## config.mk

```make
export PLATFORM = sky130hd
export DESIGN_NAME = strike_sequencer_core
export DESIGN_NICKNAME = d
export VERILOG_FILES = /design/src/hw/rtl/strk_pkg.sv /design/src/hw/rtl/strike_sequencer_core.sv
export SDC_FILE = /design/constraint.sdc
export NUM_CORES = 1
export LEC_CHECK = 0
export BUFFER_PORTS_ARGS = -buffer_cell sky130_fd_sc_hd__buf_2
export CORE_MARGIN = 2
export CORE_UTILIZATION = 32
export DETAILED_ROUTE_END_ITERATION = 16
export SLEW_MARGIN = 20
export SYNTH_ARGS = -nofsm -noshare
export SYNTH_HDL_FRONTEND = slang
export SYNTH_SLANG_ARGS = --single-unit
```

## constraint.sdc

```tcl
create_clock -name clk -period 4.9 [get_ports clk]
set_input_delay 0.245 -clock clk [delete_from_list [all_inputs] [get_ports clk]]
set_output_delay 0.245 -clock clk [all_outputs]
set_load 0.02 [all_outputs]
```

## src/hw/rtl/strk_pkg.sv

```systemverilog
// ----------------------------------------------------------------------------
// strk_pkg: shared constants and types for the strike sequencer
// Field widths, command codes, wheel and level sizes, reset register values.
// ----------------------------------------------------------------------------
package strk_pkg;

  localparam int WHEEL_POSITIONS = 100;
  localparam int STRIKE_LEVELS   = 5;

  localparam int CMD_W      = 2;
  localparam int AXIS_W     = 2;
  localparam int CARRIAGE_W = 15;
  localparam int LINE_W     = 14;
  localparam int LETTER_W   = 7;
  localparam int LEVEL_W    = 4;
  localparam int WHEEL_W    = 7;
  localparam int TICK_W     = 16;
  localparam int RIBBON_W   = 14;
  localparam int STRENGTH_W = 8;
  localparam int HITS_W     = 2;
  localparam int ENTRY_W    = STRENGTH_W + HITS_W;
  localparam int TABLE_W    = 50;
  localparam int NUM_AXES   = 4;

  localparam int CFG_INDEX_W = 2;
  localparam int CFG_DATA_W  = TABLE_W;

  localparam int IN_TDATA_W  = 48;
  localparam int OUT_TDATA_W = 64;

  localparam logic [TICK_W-1:0]   ACTIVE_TICKS_RST   = 16'd15;
  localparam logic [TICK_W-1:0]   COOLDOWN_TICKS_RST = 16'd30;
  localparam logic [RIBBON_W-1:0] RIBBON_STEP_RST    = 14'd10;
  localparam logic [TABLE_W-1:0]  LEVEL_TABLE_RST    = 50'd1120121559423432;

  typedef enum logic [CMD_W-1:0] {
    CMD_TICK    = 2'd0,
    CMD_CHAR    = 2'd1,
    CMD_ARRIVED = 2'd2,
    CMD_UNUSED  = 2'd3
  } cmd_t;

  typedef enum logic [CFG_INDEX_W-1:0] {
    REG_ACTIVE_TICKS   = 2'd0,
    REG_COOLDOWN_TICKS = 2'd1,
    REG_RIBBON_STEP    = 2'd2,
    REG_LEVEL_TABLE    = 2'd3
  } reg_index_t;

  typedef enum logic [1:0] {
    AX_WAITING = 2'd0,
    AX_RUNNING = 2'd1,
    AX_AT_POS  = 2'd2
  } axis_state_t;

  typedef enum logic [1:0] {
    HM_WAITING = 2'd0,
    HM_ON      = 2'd1,
    HM_COOL    = 2'd2
  } hammer_phase_t;

  typedef struct packed {
    logic                  idle;
    logic [STRENGTH_W-1:0] hammer_drive;
    logic [RIBBON_W-1:0]   ribbon_advance;
    logic [WHEEL_W-1:0]    wheel_delta;
    logic [LINE_W-1:0]     line_target;
    logic [CARRIAGE_W-1:0] carriage_target;
    logic                  issue_moves;
    logic                  accepted;
  } result_t;

endpackage

```

## src/hw/rtl/strike_sequencer_core.sv

```systemverilog
// ----------------------------------------------------------------------------
// strike_sequencer_core: character strike sequencer
// Issues axis targets for a new character and runs the hammer on ticks.
// ----------------------------------------------------------------------------
// Usage:
//   Input stream (in_*): one transaction per event. in_tuser carries the
//   command (tick, new character, axis arrived); in_tdata carries axis id,
//   carriage, line and letter goals and the strike level.
//   Output stream (out_*): exactly one result transaction per input
//   transaction, in order: accepted/issue flags, targets, wheel delta,
//   ribbon advance, hammer drive and the idle flag after the event.
//   Config port (cfg_*): register writes, always ready; write only while idle.
// Timing:
//   The event is decoded and the state updated at the accepting edge; the
//   result sits in the output register from the next cycle. Throughput is
//   one transaction per cycle while the receiver does not stall, set by the
//   single result register.
// Reset and stall:
//   Reset returns all axes and the hammer to waiting, the wheel to the home
//   letter and the registers to their defaults. While the receiver stalls
//   the result holds and in_tready drops until the output register drains.
module strike_sequencer_core (
  input  logic                               clk,
  input  logic                               rst_n,
  input  logic                               in_tvalid,
  output logic                               in_tready,
  // fields from bit 0: axis_id, carriage_goal, line_goal, letter_goal,
  // strike_level, zero fill
  input  logic [strk_pkg::IN_TDATA_W-1:0]    in_tdata,
  // fields from bit 0: command
  input  logic [strk_pkg::CMD_W-1:0]         in_tuser,
  output logic                               out_tvalid,
  input  logic                               out_tready,
  // fields from bit 0: accepted, issue_moves, carriage_target, line_target,
  // wheel_delta, ribbon_advance, hammer_drive, idle, zero fill
  output logic [strk_pkg::OUT_TDATA_W-1:0]   out_tdata,
  input  logic                               cfg_valid,
  output logic                               cfg_ready,
  input  logic [strk_pkg::CFG_INDEX_W-1:0]   cfg_index,
  input  logic [strk_pkg::CFG_DATA_W-1:0]    cfg_data
);
  import strk_pkg::*;

  localparam int HALF_WHEEL = WHEEL_POSITIONS / 2;
  localparam int DIFF_W     = WHEEL_W + 2;
  localparam int LVL_IDX_W  = (STRIKE_LEVELS > 1) ? $clog2(STRIKE_LEVELS) : 1;
  localparam logic [LETTER_W-1:0] LETTER_MAX = LETTER_W'(WHEEL_POSITIONS - 1);
  localparam logic [LEVEL_W-1:0]  LEVEL_MAX  = LEVEL_W'(STRIKE_LEVELS - 1);

  // configuration registers
  logic [TICK_W-1:0]   active_ticks_r;
  logic [TICK_W-1:0]   cooldown_ticks_r;
  logic [RIBBON_W-1:0] ribbon_step_r;
  logic [TABLE_W-1:0]  level_table_r;

  // sequencer state
  axis_state_t           axis_r       [NUM_AXES];
  axis_state_t           axis_nxt     [NUM_AXES];
  hammer_phase_t         phase_r,     phase_nxt;
  logic [HITS_W-1:0]     hits_r,      hits_nxt;
  logic [STRENGTH_W-1:0] strength_r,  strength_nxt;
  logic [TICK_W-1:0]     timer_r,     timer_nxt;
  logic [WHEEL_W-1:0]    wheel_pos_r, wheel_pos_nxt;

  logic    out_valid_r;
  result_t result_r, result_nxt;

  cmd_t                  cmd_c;
  logic [AXIS_W-1:0]     axis_id_c;
  logic [CARRIAGE_W-1:0] carriage_c;
  logic [LINE_W-1:0]     line_c;
  logic [LETTER_W-1:0]   letter_c, letter_clamp_c;
  logic [LEVEL_W-1:0]    level_c,  level_clamp_c;
  logic [LVL_IDX_W-1:0]  level_idx_c;
  logic [ENTRY_W-1:0]    entry_c;
  logic signed [DIFF_W-1:0] diff_c, delta_c;
  logic                  all_waiting_c, all_at_pos_c, idle_nxt_c;
  logic [TICK_W-1:0]     timer_inc_c, limit_c;
  logic                  in_fire;

  assign cmd_c      = cmd_t'(in_tuser);
  assign axis_id_c  = in_tdata[1:0];
  assign carriage_c = in_tdata[16:2];
  assign line_c     = in_tdata[30:17];
  assign letter_c   = in_tdata[37:31];
  assign level_c    = in_tdata[41:38];

  assign in_tready  = !out_valid_r || out_tready;
  assign in_fire    = in_tvalid && in_tready;
  assign cfg_ready  = 1'b1;
  assign out_tvalid = out_valid_r;
  assign out_tdata  = {{(OUT_TDATA_W - $bits(result_t)){1'b0}}, result_r};

  always_comb begin
    all_waiting_c = (phase_r == HM_WAITING);
    all_at_pos_c  = 1'b1;
    for (int i = 0; i < NUM_AXES; i++) begin
      if (axis_r[i] != AX_WAITING) all_waiting_c = 1'b0;
      if (axis_r[i] != AX_AT_POS)  all_at_pos_c  = 1'b0;
    end
  end

  // clamp and look up the level entry, shortest-way wheel delta
  always_comb begin
    letter_clamp_c = (letter_c > LETTER_MAX) ? LETTER_MAX : letter_c;
    level_clamp_c  = (level_c > LEVEL_MAX) ? LEVEL_MAX : level_c;
    level_idx_c    = level_clamp_c[LVL_IDX_W-1:0];
    entry_c        = level_table_r[level_idx_c * ENTRY_W +: ENTRY_W];
    diff_c = $signed({2'b00, letter_clamp_c}) - $signed({2'b00, wheel_pos_r});
    if (diff_c > DIFF_W'(HALF_WHEEL)) begin
      delta_c = diff_c - DIFF_W'(WHEEL_POSITIONS);
    end else if (diff_c < -DIFF_W'(HALF_WHEEL)) begin
      delta_c = diff_c + DIFF_W'(WHEEL_POSITIONS);
    end else begin
      delta_c = diff_c;
    end
  end

  assign timer_inc_c = (timer_r != {TICK_W{1'b1}}) ? timer_r + 1'b1 : timer_r;
  assign limit_c     = (phase_r == HM_ON) ? active_ticks_r : cooldown_ticks_r;

  always_comb begin
    axis_nxt      = axis_r;
    phase_nxt     = phase_r;
    hits_nxt      = hits_r;
    strength_nxt  = strength_r;
    timer_nxt     = timer_r;
    wheel_pos_nxt = wheel_pos_r;
    result_nxt    = '0;

    case (cmd_c)
      CMD_CHAR: begin
        if (all_waiting_c) begin
          strength_nxt  = entry_c[STRENGTH_W-1:0];
          hits_nxt      = entry_c[ENTRY_W-1:STRENGTH_W];
          wheel_pos_nxt = letter_clamp_c;
          for (int i = 0; i < NUM_AXES; i++) axis_nxt[i] = AX_RUNNING;
          result_nxt.accepted        = 1'b1;
          result_nxt.issue_moves     = 1'b1;
          result_nxt.carriage_target = carriage_c;
          result_nxt.line_target     = line_c;
          result_nxt.wheel_delta     = delta_c[WHEEL_W-1:0];
          result_nxt.ribbon_advance  = ribbon_step_r;
        end
      end
      CMD_ARRIVED: begin
        if (axis_r[axis_id_c] == AX_RUNNING) axis_nxt[axis_id_c] = AX_AT_POS;
      end
      CMD_TICK: begin
        if (all_at_pos_c) begin
          if (phase_r == HM_WAITING) begin
            if (hits_r != '0) begin
              phase_nxt = HM_ON;
              timer_nxt = '0;
              hits_nxt  = hits_r - 1'b1;
            end else begin
              // last hit done: release all axes
              for (int i = 0; i < NUM_AXES; i++) axis_nxt[i] = AX_WAITING;
            end
          end else if (timer_inc_c >= limit_c) begin
            phase_nxt = (phase_r == HM_ON) ? HM_COOL : HM_WAITING;
            timer_nxt = '0;
          end else begin
            timer_nxt = timer_inc_c;
          end
        end
      end
      default: begin
      end
    endcase

    idle_nxt_c = (phase_nxt == HM_WAITING);
    for (int i = 0; i < NUM_AXES; i++) begin
      if (axis_nxt[i] != AX_WAITING) idle_nxt_c = 1'b0;
    end
    result_nxt.hammer_drive = (phase_nxt == HM_ON) ? strength_nxt : '0;
    result_nxt.idle         = idle_nxt_c;
  end

  always_ff @(posedge clk) begin
    if (!rst_n) begin
      active_ticks_r   <= ACTIVE_TICKS_RST;
      cooldown_ticks_r <= COOLDOWN_TICKS_RST;
      ribbon_step_r    <= RIBBON_STEP_RST;
      level_table_r    <= LEVEL_TABLE_RST;
    end else if (cfg_valid) begin
      case (reg_index_t'(cfg_index))
        REG_ACTIVE_TICKS:   active_ticks_r   <= cfg_data[TICK_W-1:0];
        REG_COOLDOWN_TICKS: cooldown_ticks_r <= cfg_data[TICK_W-1:0];
        REG_RIBBON_STEP:    ribbon_step_r    <= cfg_data[RIBBON_W-1:0];
        REG_LEVEL_TABLE:    level_table_r    <= cfg_data[TABLE_W-1:0];
        default: begin
        end
      endcase
    end
  end

  always_ff @(posedge clk) begin
    if (!rst_n) begin
      for (int i = 0; i < NUM_AXES; i++) axis_r[i] <= AX_WAITING;
      phase_r     <= HM_WAITING;
      hits_r      <= '0;
      strength_r  <= '0;
      timer_r     <= '0;
      wheel_pos_r <= '0;
      out_valid_r <= 1'b0;
    end else begin
      if (in_fire) begin
        axis_r      <= axis_nxt;
        phase_r     <= phase_nxt;
        hits_r      <= hits_nxt;
        strength_r  <= strength_nxt;
        timer_r     <= timer_nxt;
        wheel_pos_r <= wheel_pos_nxt;
        out_valid_r <= 1'b1;
      end else if (out_tready) begin
        // drain the result transaction
        out_valid_r <= 1'b0;
      end
    end
  end

  // result payload, no reset needed
  always_ff @(posedge clk) begin
    if (in_fire) result_r <= result_nxt;
  end

endmodule
```

After elaboration in Yosys (flattened, before gate mapping)
Index checks and enable logic that the tools add are counted.
Widths: inputs -> output; s select.
{ "word_totals": {"ff_bits": 201, "inputBits": 107, "output_inout_bits": 67, "wordCells": 130} }
{ "op_classes": {"n_addsub": 5, "multipliers": 1, "magnitude_cmp": 7, "n_eq_ne": 18, "n_shift": 1, "mux": 44, "bitwise": 4, "reduce_logical": 28} }
{ "ops": {"columns": ["cell", "count"], "rows": [
  ["$mux 16", 5],
  ["$mux 8", 7],
  ["$shiftx 50x8->10", 1],
  ["$mux 2", 14],
  ["$pmux 8 s3", 1],
  ["$reduce_bool 2->1", 11],
  ["$mux 7", 3],
  ["$add 16x1->16 const B", 1],
  ["$ge 16x16->1", 1],
  ["$ne 16x16->1 const B", 1],
  ["$ne 2x2->1 const B", 8],
  ["$eq 2x1->1 const B", 5],
  ["$mux 1", 10],
  ["$reduce_and 2->1", 5],
  ["$gt 8x7->1 const B", 1],
  ["$logic_not 2->1", 4],
  ["$lt 8x7->1 const B", 1],
  ["$sub 7x7->8", 1],
  ["$add 7x6->7 const B", 1],
  ["$gt 7x7->1 const B", 1],
  ["$sub 7x6->7 const B", 1],
  ["$eq 2x2->1 const B", 3],
  ["$mul 3x3->6 const B", 1],
  ["$reduce_and 6->1", 1],
  ["19 further kinds", 20]
]} }

Longest topological paths before layout
Gate-level depths: netlist (run 1).
{ "depth": {"word_depth": 11, "ltp_mapped": 16, "ltp_nobuf": 16} }

Least setup slack after synthesis (run 1)
No wires, ideal clock.
{ "synth_path": {"path_type": "reg-to-reg", "startpoint": "register timer_r[0]", "endpoint": "register timer_r[8]", "setup_ns": 0.074, "arrival_ns": 3.428, "required_time_ns": 4.826, "setup_slack_ns": 1.398, "stages_incl_launch_ff": 16, "n_path_buf": 1, "period_less_slack_ns": 3.502, "cell_sequence": "dfxtp_1 -> ha_1 -> nand4_1 -> nand4bb_1 -> and3_1 -> and3_1 -> xor2_1 -> ha_1 -> a21o_1 -> a21oi_1 -> and2_1 -> o211ai_1 -> a211oi_2 -> clkbuf_1 -> nand3_1 -> a31oi_1"} }
{ "synth_via": {"elab_chain_len": 5} }
{ "synth_lines": {"columns": ["item", "line", "source"], "rows": [
  ["start: declaration", "strike_sequencer_core.sv:62", "logic [TICK_W-1:0] timer_r, timer_nxt;"],
  ["start signal: assignment", "strike_sequencer_core.sv:213", "timer_r <= timer_nxt;"],
  ["$add 16x1->16 / $ne 16x16->1 (equally long branches)", "strike_sequencer_core.sv:119", "assign timer_inc_c = (timer_r != {TICK_W{1'b1}}) ? timer_r + 1'b1 : timer_r;"],
  ["$mux 16 (*)", "strike_sequencer_core.sv:119", null],
  ["$ge 16x16->1", "strike_sequencer_core.sv:160", "end else if (timer_inc_c >= limit_c) begin"],
  ["$mux 16 (*)", "strike_sequencer_core.sv:160", null],
  ["$mux 16 (*)", "strike_sequencer_core.sv:151", "if (phase_r == HM_WAITING) begin"]
]} }
Mark *: on every way between the ends. The rest lies on a longest branch, timed or not.
A chain may end at the register's enable or synchronous reset.

Worst setup path in the final report (run 1)
{ "layout_path": {"startpoint": "register timer_r[0]", "endpoint": "register result_r, in the netlist out_tdata[52] (data pin)"} }
{ "layout_via": {"elab_chain_len": 8} }
{ "layout_lines": {"columns": ["item", "line", "source"], "rows": [
  ["$add 16x1->16 / $ne 16x16->1 (equally long branches)", "strike_sequencer_core.sv:119", null],
  ["$mux 16 (*)", "strike_sequencer_core.sv:119", null],
  ["$ge 16x16->1 (*)", "strike_sequencer_core.sv:160", null],
  ["$mux 2 (*)", "strike_sequencer_core.sv:160", null],
  ["$mux 2 (*)", "strike_sequencer_core.sv:151", null],
  ["$mux 2 (*)", "strike_sequencer_core.sv:150", "if (all_at_pos_c) begin"],
  ["$mux 2 (*)", "strike_sequencer_core.sv:131", "case (cmd_c)"],
  ["$eq 2x1->1 (*)", "strike_sequencer_core.sv:176", "result_nxt.hammer_drive = (phase_nxt == HM_ON) ? strength_nxt : '0;"],
  ["end signal: assignment", "strike_sequencer_core.sv:225", "if (in_fire) result_r <= result_nxt;"],
  ["end: declaration", "strike_sequencer_core.sv:66", "result_t result_r, result_nxt;"]
]} }
Marked as above.

==> results of run 1 <==
-- stage by stage --
stage / cell area, um2 / setup slack [ns] / power (uW) / std cells / utilization
2_1_floorplan: 9570 / 1.40 / 2170 / 1071 / -
3_3_place_gp: 10600 / 0.880 / 2320 / 1562 / 0.359
3_5_place_dp: 10600 / 0.824 / 2330 / 1562 / 0.359
4_1_cts: 11300 / 0.799 / 3740 / 1602 / 0.382
5_1_grt: 11300 / 0.446 / 3870 / 1602 / 0.383
6_report: 11300 / 0.845 / 3700 / 1603 / 0.383
-- cell usage after synthesis, types with 12 or more instances --
cell type / number / share of area
a211oi_1: 35 / 0.027
a21boi_0: 28 / 0.022
a21oi_1: 63 / 0.033
a31oi_1: 12 / 0.0078
and2_1: 53 / 0.035
clkbuf_1: 53 / 0.021
dfxtp_1: 140 / 0.29
edfxtp_1: 60 / 0.19
ha_1: 29 / 0.038
inv_1: 19 / 0.0075
mux2i_1: 28 / 0.029
nand2_1: 247 / 0.097
nand3_1: 67 / 0.035
nor2_1: 44 / 0.017
nor2b_1: 16 / 0.010
nor3_1: 12 / 0.0063
o21ai_0: 14 / 0.0073
-- flip-flops by register name (all words and copies together) (netlist names) --
signal and flops:
level_table_r 50, phase_r 2, out_tvalid 1, strength_r 8, axis_r 8, wheel_pos_r 7
out_tdata 60, ribbon_step_r 14, hits_r 2, timer_r 16, active_ticks_r 16, cooldown_ticks_r 16
-- power groups by stage --
stage          Clock (uW)  Combinational (uW)  Sequential, uW
2_1_floorplan           0                 283            1890
3_3_place_gp            0                 472            1850
3_5_place_dp            0                 476            1850
4_1_cts              1450                 483            1810
5_1_grt              1520                 535            1820
6_report             1410                 479            1810
-- logic make-up (layout without fill, tap and decap cells) --
group / after synthesis / in the layout / share of synthesized area
AOI/OAI and AO/OA: 190 / 190 / 0.130
xor gates and xnor gates: 19 / 19 / 0.0174
adders and majority gates: 30 / 30 / 0.0400
buffers and inverters: 91 / 232 / 0.0417
DFF: 200 / 200 / 0.481
muxes: 32 / 32 / 0.0364
other: 2 / 5 / 0.000785
and+or+nand+nor: 505 / 505 / 0.252
-- layout make-up --
| cell class | instances | area, um2 | area share |
|---|---|---|---|
| sequential | 200 | 4600 | 0.407 |
| multi-input combinational | 780 | 4570 | 0.404 |
| timing repair buffer | 179 | 956 | 0.0845 |
| tap | 390 | 488 | 0.0431 |
| clock buffer | 17 | 425 | 0.0376 |
| clock inverter | 15 | 178 | 0.0157 |
| inverter | 21 | 82.6 | 0.00730 |
| antenna | 1 | 2.50 | 0.000221 |
-- worst paths after layout --
kind	from	end	slack (ns)	cells past startpoint
max	timer_r[0]	out_tdata[52]	0.85	14
min reg2reg	level_table_r[1]	level_table_r[1]	0.45	2
min	cfg_data[24]	level_table_r[24]	0.02	3
max reg2reg	timer_r[0]	out_tdata[52]	0.85	14
-- worst max-delay path, delay by kind of cell, from the launching register on --
family	cells	cell delay (ns)
compound gates	6	1.54
simple gates	5	1.25
xor+xnor	1	0.20
flops	1	0.40
fa+ha+maj	2	0.51
-- repair_timing --
action | 4_1_cts | 5_1_grt
hold buffers | 8 | 0
hold endpoints to repair | 8 | 0
setup buffers | 0 | 0
-- layer usage --
layer | vias to the layer above | wire (um)
met1 | 3612 | 11500
li1 | 3955 | -
met5 | - | 0
met3 | 19 | 1320
met2 | 215 | 10700
met4 | 0 | 283
==> run_results.csv, run 1 <==
group,metric,value,unit
outcome,status,"finished, final reports clean",
timing,max_freq,0.247,GHz
synthesis,syn_area_per_cell,8.95,um2
global_route,gr-total-overflow,0,
clock_network,cts_max_path_buffers,2,
clock_network,cts.repair.resized,0,
clock_network,cts_tree,"built",
critical_path,critPathKind,"flip-flop to flip-flop",
synthesis,synth_area,9570,um2
synthesis,synthArstFlopShare,0,
final_layout,final_common_cell,"nand2_1",
timing,finalCriticalPeriod,4.05,ns
synthesis,synth_warnings,0,
timing,tns,0,ns
synthesis,ys.flop_type,"dfxtp_1",
routing,drt_iter0_drc,437,
critical_path,startpoint_type,"flip-flop",
routing,drt-total-wl,23800,um
final_layout,layout_common_cells,"nand2_1 (247), buf_2 (163), dfxtp_1 (140), nand3_1 (67), a21oi_1 (63)",
flow_run,maxCapViolations,0,
power,combPwrFrac,0.129,
critical_path,required,5.17,ns
routing,vias,7801,
power,p_int,2650,uW
global_route,antenna_found_initial,1,
global_route,grt_max_degree,64,
final_layout,area_delta_synth_final,18.2,%
final_layout,layout-drive-gt1-share,0.186,
timing,rsz0062_at_grt,"false",
timing,holdWs,0.0194,ns
clock_network,clk_pin_slew,0.08,ns
final_layout,fillCellCount,2989,
place,detailed_place_hpwl,16700,um
synthesis,synth_cells,1069,
critical_path,slowest_stage,"dfxtp_1",
routing,wl_per_cell,14.9,um
power,peakVddDrop,0.000207,V
power,p_sw,1050,uW
critical_path,worstPathMaxFanout,8,
power,p_sw_frac,0.284,
synthesis,synthDistinctLibCells,68,
power,p_leak,0.00454,uW
routing,drt_first_pass_iters,5,
critical_path,endpoint_kind,"flip-flop",
timing,hold_viol_final,0,
global_route,grt.met2_usage,0.247,
clock_network,worstSkewPairLatency,0.44,ns
final_layout,final_nets,1336,
global_route,grt-busiest-layer,"met2",
die,num_rows,63,
place,gp_congestion,0.818,
clock_network,htree_levels,4,
die,die_area,31300,um2
timing,setup_viol_count_final,0,
power,sequentialPowerShare,0.489,
critical_path,critical_path_arrival,4.32,ns
place,io_buffer_count,163,
clock_network,cts_made_buffers,17,
clock_network,clock_sinks,200,
power,power_density,327,nW/um2
global_route,grtUsageMet1,0.204,
timing,skew,0.0217,ns
worst_hold_path,hold_path_class,"primary input to flip-flop",
global_route,met3_usage,0.0320,
global_route,grt_pass1_wl,37500,um
die,fp.coreArea,29600,um2
die,dieHeight,177,um
timing,worstMarginPinSlew,0.899,ns
global_route,grt_usage,0.152,
synthesis,synth_seq_area_share,0.481,
critical_path,path_cells,"ha_1 -> nand4_1 -> nand4bb_1 -> and3_1 -> and3_1 -> xor2_1 -> ha_1 -> a21o_1 -> a21oi_1 -> and2_1 -> o211ai_1 -> a21oi_1 -> o21ai_1 -> a211oi_1",
critical_path,cp_slowest_stage_delay,0.40,ns
routing,remaining_drc_errors,0,
die,io_pins,174,
die,initial_core_util,0.324,
power,p_clk_frac,0.382,
die,die_w,177,um
synthesis,ys_ff_latch,200,
timing,maxSlewViolCount,0,
global_route,grt_pass1_vias,7163,
routing,vias_per_cell,4.87,
timing,period_share,0.828,
timing,timing.slew.headroom,0.401,
synthesis,synth_edf_count,60,
clock_network,root_buffer,"clkbuf_16",
routing,drtAntennaViolNets,0,
Power figures use the tool's default switching activity.
==> inputs of run 2 (changes only) <==
==> constraint.sdc (replaced) <==
create_clock -name clk -period 3.4 [get_ports clk]
set_input_delay 0.17 -clock clk [delete_from_list [all_inputs] [get_ports clk]]
set_output_delay 0.17 -clock clk [all_outputs]
set_load 0.02 [all_outputs]
==> run_results.csv, run 2 (synthesis results as in run 1) <==
group,metric,value,unit
final_layout,area_delta_synth_final,27.8,%
die,fp.coreArea,29600,um2
routing,drt_first_pass_iters,5,
timing,setup_viol_count_final,0,
clock_network,worstSkewPairLatency,0.44,ns
final_layout,fin_cells,1686,
die,io_pins,174,
routing,drt_iter0_drc,588,
final_layout,diodes,0,
final_layout,largest_register_ffs,60,
timing,worstMarginPinSlew,1.11,ns
flow_run,maxCapViolations,0,
die,dieHeight,177,um
critical_path,startpoint_type,"flip-flop",
routing,vias,8187,
critical_path,reg2regPathDepth,16,
timing,finalCriticalPeriod,3.31,ns
routing,remaining_drc_errors,0,
clock_network,htree_levels,4,
critical_path,crit_path_start,"timer_r[4]",
die,die_area,31300,um2
die,initial_core_util,0.324,
global_route,antenna_found_initial,0,
critical_path,critPathKind,"flip-flop to flip-flop",
critical_path,endpoint_kind,"flip-flop",
timing,period_share,0.973,
clock_network,cts_max_path_buffers,2,
global_route,grt_pass1_wl,39500,um
place,dp.cells,1593,
power,p_leak,0.00499,uW
timing,hold_viol_final,0,
critical_path,timing.rr.end,"timer_r[7]",
final_layout,final_nets,1420,
global_route,grt_max_degree,65,
routing,vias_per_cell,4.86,
clock_network,clk_pin_slew,0.08,ns
global_route,grt_usage,0.159,
timing,skew,0.0135,ns
worst_hold_path,hold_path_class,"primary input to flip-flop",
power,power_density,438,nW/um2
clock_network,cts_made_buffers,17,
critical_path,required,3.75,ns
clock_network,cts_tree,"built",
die,die_w,177,um
place,io_buffer_count,163,
final_layout,multiInputGateArea,4720,um2
final_layout,final_common_cell,"nand2_1",
final_layout,layout_common_cells,"nand2_1 (245), buf_2 (163), dfxtp_1 (135), nand3_1 (65), edfxtp_1 (60)",
critical_path,rrSetupSlack,0.09,ns
routing,drt-total-wl,25400,um
critical_path,critical_path_arrival,3.66,ns
critical_path,worstPathMaxFanout,6,
timing,max_freq,0.302,GHz
place,gp_congestion,0.811,
timing,timing.slew.headroom,0.258,
final_layout,register_area,4610,um2
power,peakVddDrop,0.000355,V
outcome,status,"finished, final reports clean",
final_layout,fillCellCount,2959,
clock_network,root_buffer,"clkbuf_16",
timing,holdWs,0.0125,ns
routing,wl_per_cell,15.1,um
place,detailed_place_hpwl,17100,um
timing,maxSlewViolCount,0,
global_route,grt_pass1_vias,7660,
routing,drtAntennaViolNets,0,
final_layout,layout-drive-gt1-share,0.231,
global_route,gr-total-overflow,0,
critical_path,r2r-start,"timer_r[4]",
critical_path,crit_end,"timer_r[7]",
die,num_rows,63,
clock_network,clock_sinks,200,
==> run 2: stage by stage <==
stage	setup TNS [ns]	setup WS (ns)	instance area [um2]	utilization	total power [uW]
after floorplan	-0.0753	-0.0125	9580	-	3130
after global placement	0	0.112	10900	0.368	3350
after global routing	-0.706	-0.0791	12200	0.414	5590
after CTS	0	0.00527	12000	0.405	5410
after detailed placement	-0.0143	-0.0143	10900	0.368	3360
final	0	0.0930	12200	0.414	5350
==> run 2: routing by layer <==
metal,up-vias,routed length [um],track usage
li1,4130,-,-
met1,3826,12000,0.213
met2,210,12000,0.262
met3,21,1100,0.0266
met4,0,362,0.0517
met5,-,0,0
==> run 2: where the power goes <==
group / switching (uW) / total (uW) / internal [uW]
Combinational: 452 / 751 / 299
Sequential: 40.9 / 2610 / 2570
Clock: 1020 / 2000 / 982
==> run 2: layout make-up <==
| type | instances | share of cell area |
|---|---|---|
| clock inverters | 15 | 0.0127 |
| repair buffers | 263 | 0.143 |
| clock buffers | 17 | 0.0348 |
| well taps | 390 | 0.0399 |
| flip-flops and latches | 200 | 0.377 |
| inverters | 21 | 0.00665 |
| multi-input cells | 780 | 0.386 |
==> run 2: what timing repair did <==
item	CTS	global route
hold buffers	52	0
pin swaps	1	16
gates cloned	0	2
gates resized for setup	1	39
setup buffers	0	7
endpoints found under the hold margin	55	0
endpoints found under the setup margin	1	26
==> run 2: worst min-delay path by stage <==
stage / startpoint / endpoint / slack, ns / depth (start not counted)
after global routing: in_tdata[17] / out_tdata[17] / 0.003 / 2
after floorplan: cfg_data[0] / active_ticks_r[0] / 0.29 / 2
after detailed placement: cfg_data[33] / level_table_r[33] / 0.38 / 3
after CTS: in_tdata[22] / out_tdata[22] / 0.0005 / 2
final: in_tdata[5] / out_tdata[5] / 0.01 / 2
after global placement: cfg_data[25] / level_table_r[25] / 0.38 / 3
==> run 2: worst max-delay path, cell delays in order, from the launching register on <==
cell and delay, ns:
dfxtp_4 0.38, and4_4 0.23, buf_4 0.13, nand4_1 0.07, buf_4 0.16, nor3_4 0.26, nand2_1 0.11, nand2_2 0.11
ha_1 0.23, a21o_1 0.16, a211oi_1 0.23, o211ai_1 0.19, a211oi_2 0.38, buf_4 0.20, clkbuf_16 0.14, nand3_1 0.07
a31oi_1 0.16
==> inputs of run 3 (changes only) <==
==> constraint.sdc (replaced) <==
create_clock -name clk -period 3.3 [get_ports clk]
set_input_delay 0.165 -clock clk [delete_from_list [all_inputs] [get_ports clk]]
set_output_delay 0.165 -clock clk [all_outputs]
set_load 0.02 [all_outputs]
==> run_results.csv, run 3 (synthesis results as in run 1) <==
group,metric,value,unit
critical_path,timing.rr.end,"timer_r[14]",
power,power_density,451,nW/um2
worst_hold_path,min_to,"active_ticks_r[4]",
clock_network,clk_pin_slew,0.09,ns
place,detailed_place_hpwl,17100,um
timing,period_share,1.01,
timing,maxSlewViolCount,0,
clock_network,clock_sinks,200,
global_route,gr-total-overflow,0,
timing,timing.slew.headroom,0.397,
critical_path,endpoint_kind,"flip-flop",
place,io_buffer_count,163,
timing,tns,-0.0417,ns
routing,drt_first_pass_iters,4,
timing,setup_viol_count_final,3,
timing,hold_viol_final,0,
place,placed_cell_area,11000,um2
global_route,grt_usage,0.160,
power,p_leak,0.00507,uW
timing,rsz0062_at_grt,"true",
final_layout,area_delta_synth_final,30.0,%
place,gp_congestion,0.831,
critical_path,slowest_stage,"dfxtp_2",
global_route,antenna_found_initial,1,
worst_hold_path,min-delay-start,"cfg_data[4]",
timing,setup_slack,-0.0287,ns
routing,drtAntennaViolNets,0,
critical_path,critical_path_arrival,3.67,ns
routing,drt_iter0_drc,472,
power,peakVddDrop,0.000353,V
final_layout,diodes,0,
clock_network,cts_tree,"built",
final_layout,fin_cells,1701,
clock_network,htree_levels,4,
critical_path,startpoint_type,"flip-flop",
critical_path,worstPathMaxFanout,6,
die,fp.coreArea,29600,um2
critical_path,rrSetupSlack,-0.03,ns
clock_network,cts_made_buffers,17,
critical_path,path_cells,"ha_4 -> nand4_1 -> nand4bb_4 -> and3_4 -> and3_4 -> xor2_2 -> ha_1 -> a21o_1 -> a21oi_2 -> and2_1 -> o211ai_1 -> buf_4 -> a211oi_2 -> buf_4 -> clkbuf_16 -> a31oi_1 -> nor3_1",
routing,wl_per_cell,15.0,um
final_layout,fin_area,12400,um2
die,initial_core_util,0.324,
critical_path,cp_slowest_stage_delay,0.36,ns
routing,drt-total-wl,25500,um
outcome,status,"complete, but fails checks",
flow_run,maxCapViolations,0,
die,num_rows,63,
timing,max_freq,0.300,GHz
routing,vias,8274,
final_layout,largest_register_ffs,60,
power,power,5610,uW
final_layout,fillCellCount,2957,
final_layout,final_nets,1435,
timing,finalCriticalPeriod,3.33,ns
global_route,grt_pass1_wl,39700,um
timing,skew,0.0173,ns
final_layout,final_common_cell,"nand2_1",
final_layout,layout-drive-gt1-share,0.236,
timing,worstMarginPinSlew,0.905,ns
global_route,grt_pass1_vias,7704,
die,die_area,31300,um2
place,dp.cells,1602,
die,dieHeight,177,um
clock_network,root_buffer,"clkbuf_16",
clock_network,worstSkewPairLatency,0.44,ns
critical_path,critPathKind,"flip-flop to flip-flop",
critical_path,reg2regPathDepth,17,
worst_hold_path,hold_path_class,"primary input to flip-flop",
critical_path,critPathBufInv,3,
die,die_w,177,um
routing,remaining_drc_errors,0,
outcome,violations,"setup timing",
routing,vias_per_cell,4.86,
critical_path,required,3.64,ns
clock_network,cts_max_path_buffers,2,
final_layout,layout_common_cells,"nand2_1 (246), buf_2 (163), dfxtp_1 (138), nand3_1 (61), edfxtp_1 (60)",
global_route,grt_max_degree,89,
die,io_pins,174,
worst_hold_path,holdPathStages,3,
critical_path,critPathTopFamily,"simple AND/OR/NAND/NOR gates",
critical_path,r2r-start,"timer_r[1]",
==> run 3: changes by cell type in the layout (fill, tap and decap cells not counted), sizes merged <==
cell | previous run | this run
clkbuf | 18 | 19
inv | 29 | 28
dlygate4sd3 | 52 | 57
buf | 210 | 219
clkinv | 7 | 8
==> run 3: area by class of cell <==
cell class                      count  area (um2)  share of cell area
Clock buffer                       17         425              0.0342
Inverter                           21        82.6             0.00664
Timing Repair Buffer              278        1890               0.152
Clock inverter                     15         188              0.0151
Tap cell                          390         488              0.0392
Multi-Input combinational cell    780        4750               0.382
Sequential cell                   200        4610               0.371
==> run 3: per-stage QoR <==
step	hold slack (ns)	util	setup WS [ns]
after detailed placement	0.382	0.371	-0.00829
final	0.00895	0.421	-0.0287
after global routing	0.00244	0.421	-0.206
after global placement	0.376	0.371	0.0690
after CTS	0.00101	0.411	-0.0410
after floorplan	0.289	-	0.00703
==> run 3: worst max path at each step <==
stage / from / end / slack [ns] / cells past startpoint
floorplan: timer_r[0] / timer_r[3] / 0.007 / 15
global placement: timer_r[1] / timer_r[14] / 0.07 / 15
detailed placement: timer_r[0] / timer_r[14] / -0.008 / 15
CTS: timer_r[0] / timer_r[14] / -0.04 / 15
global route: timer_r[7] / timer_r[8] / -0.21 / 16
finish: timer_r[1] / timer_r[14] / -0.03 / 17
==> run 3: routing by layer <==
metal	vias up	GRT usage	share of wire
li1	4158	-	-
met1	3860	0.212	0.46
met2	227	0.268	0.47
met3	27	0.0294	0.051
met4	2	0.0451	0.017
met5	-	0	0.00043
==> run 3: timing repair <==
item,4_1_cts,5_1_grt
gates cloned,0,3
hold buffers,57,0
setup buffers,0,7
gates resized for setup,0,39
pin swaps,0,36
hold endpoints to repair,63,0
setup endpoints to repair,3,27
==> run 3: power breakdown <==
part | internal [uW] | switching (uW) | leakage, uW
combinational | 320 | 461 | 0.00302
clock | 1040 | 1100 | 0.000298
sequential | 2640 | 42.4 | 0.00175
==> run 3: tightest hold or removal path, cell delays in order <==
cell and delay, ns:
buf_2 0.14, nand2_1 0.06, a21oi_1 0.05
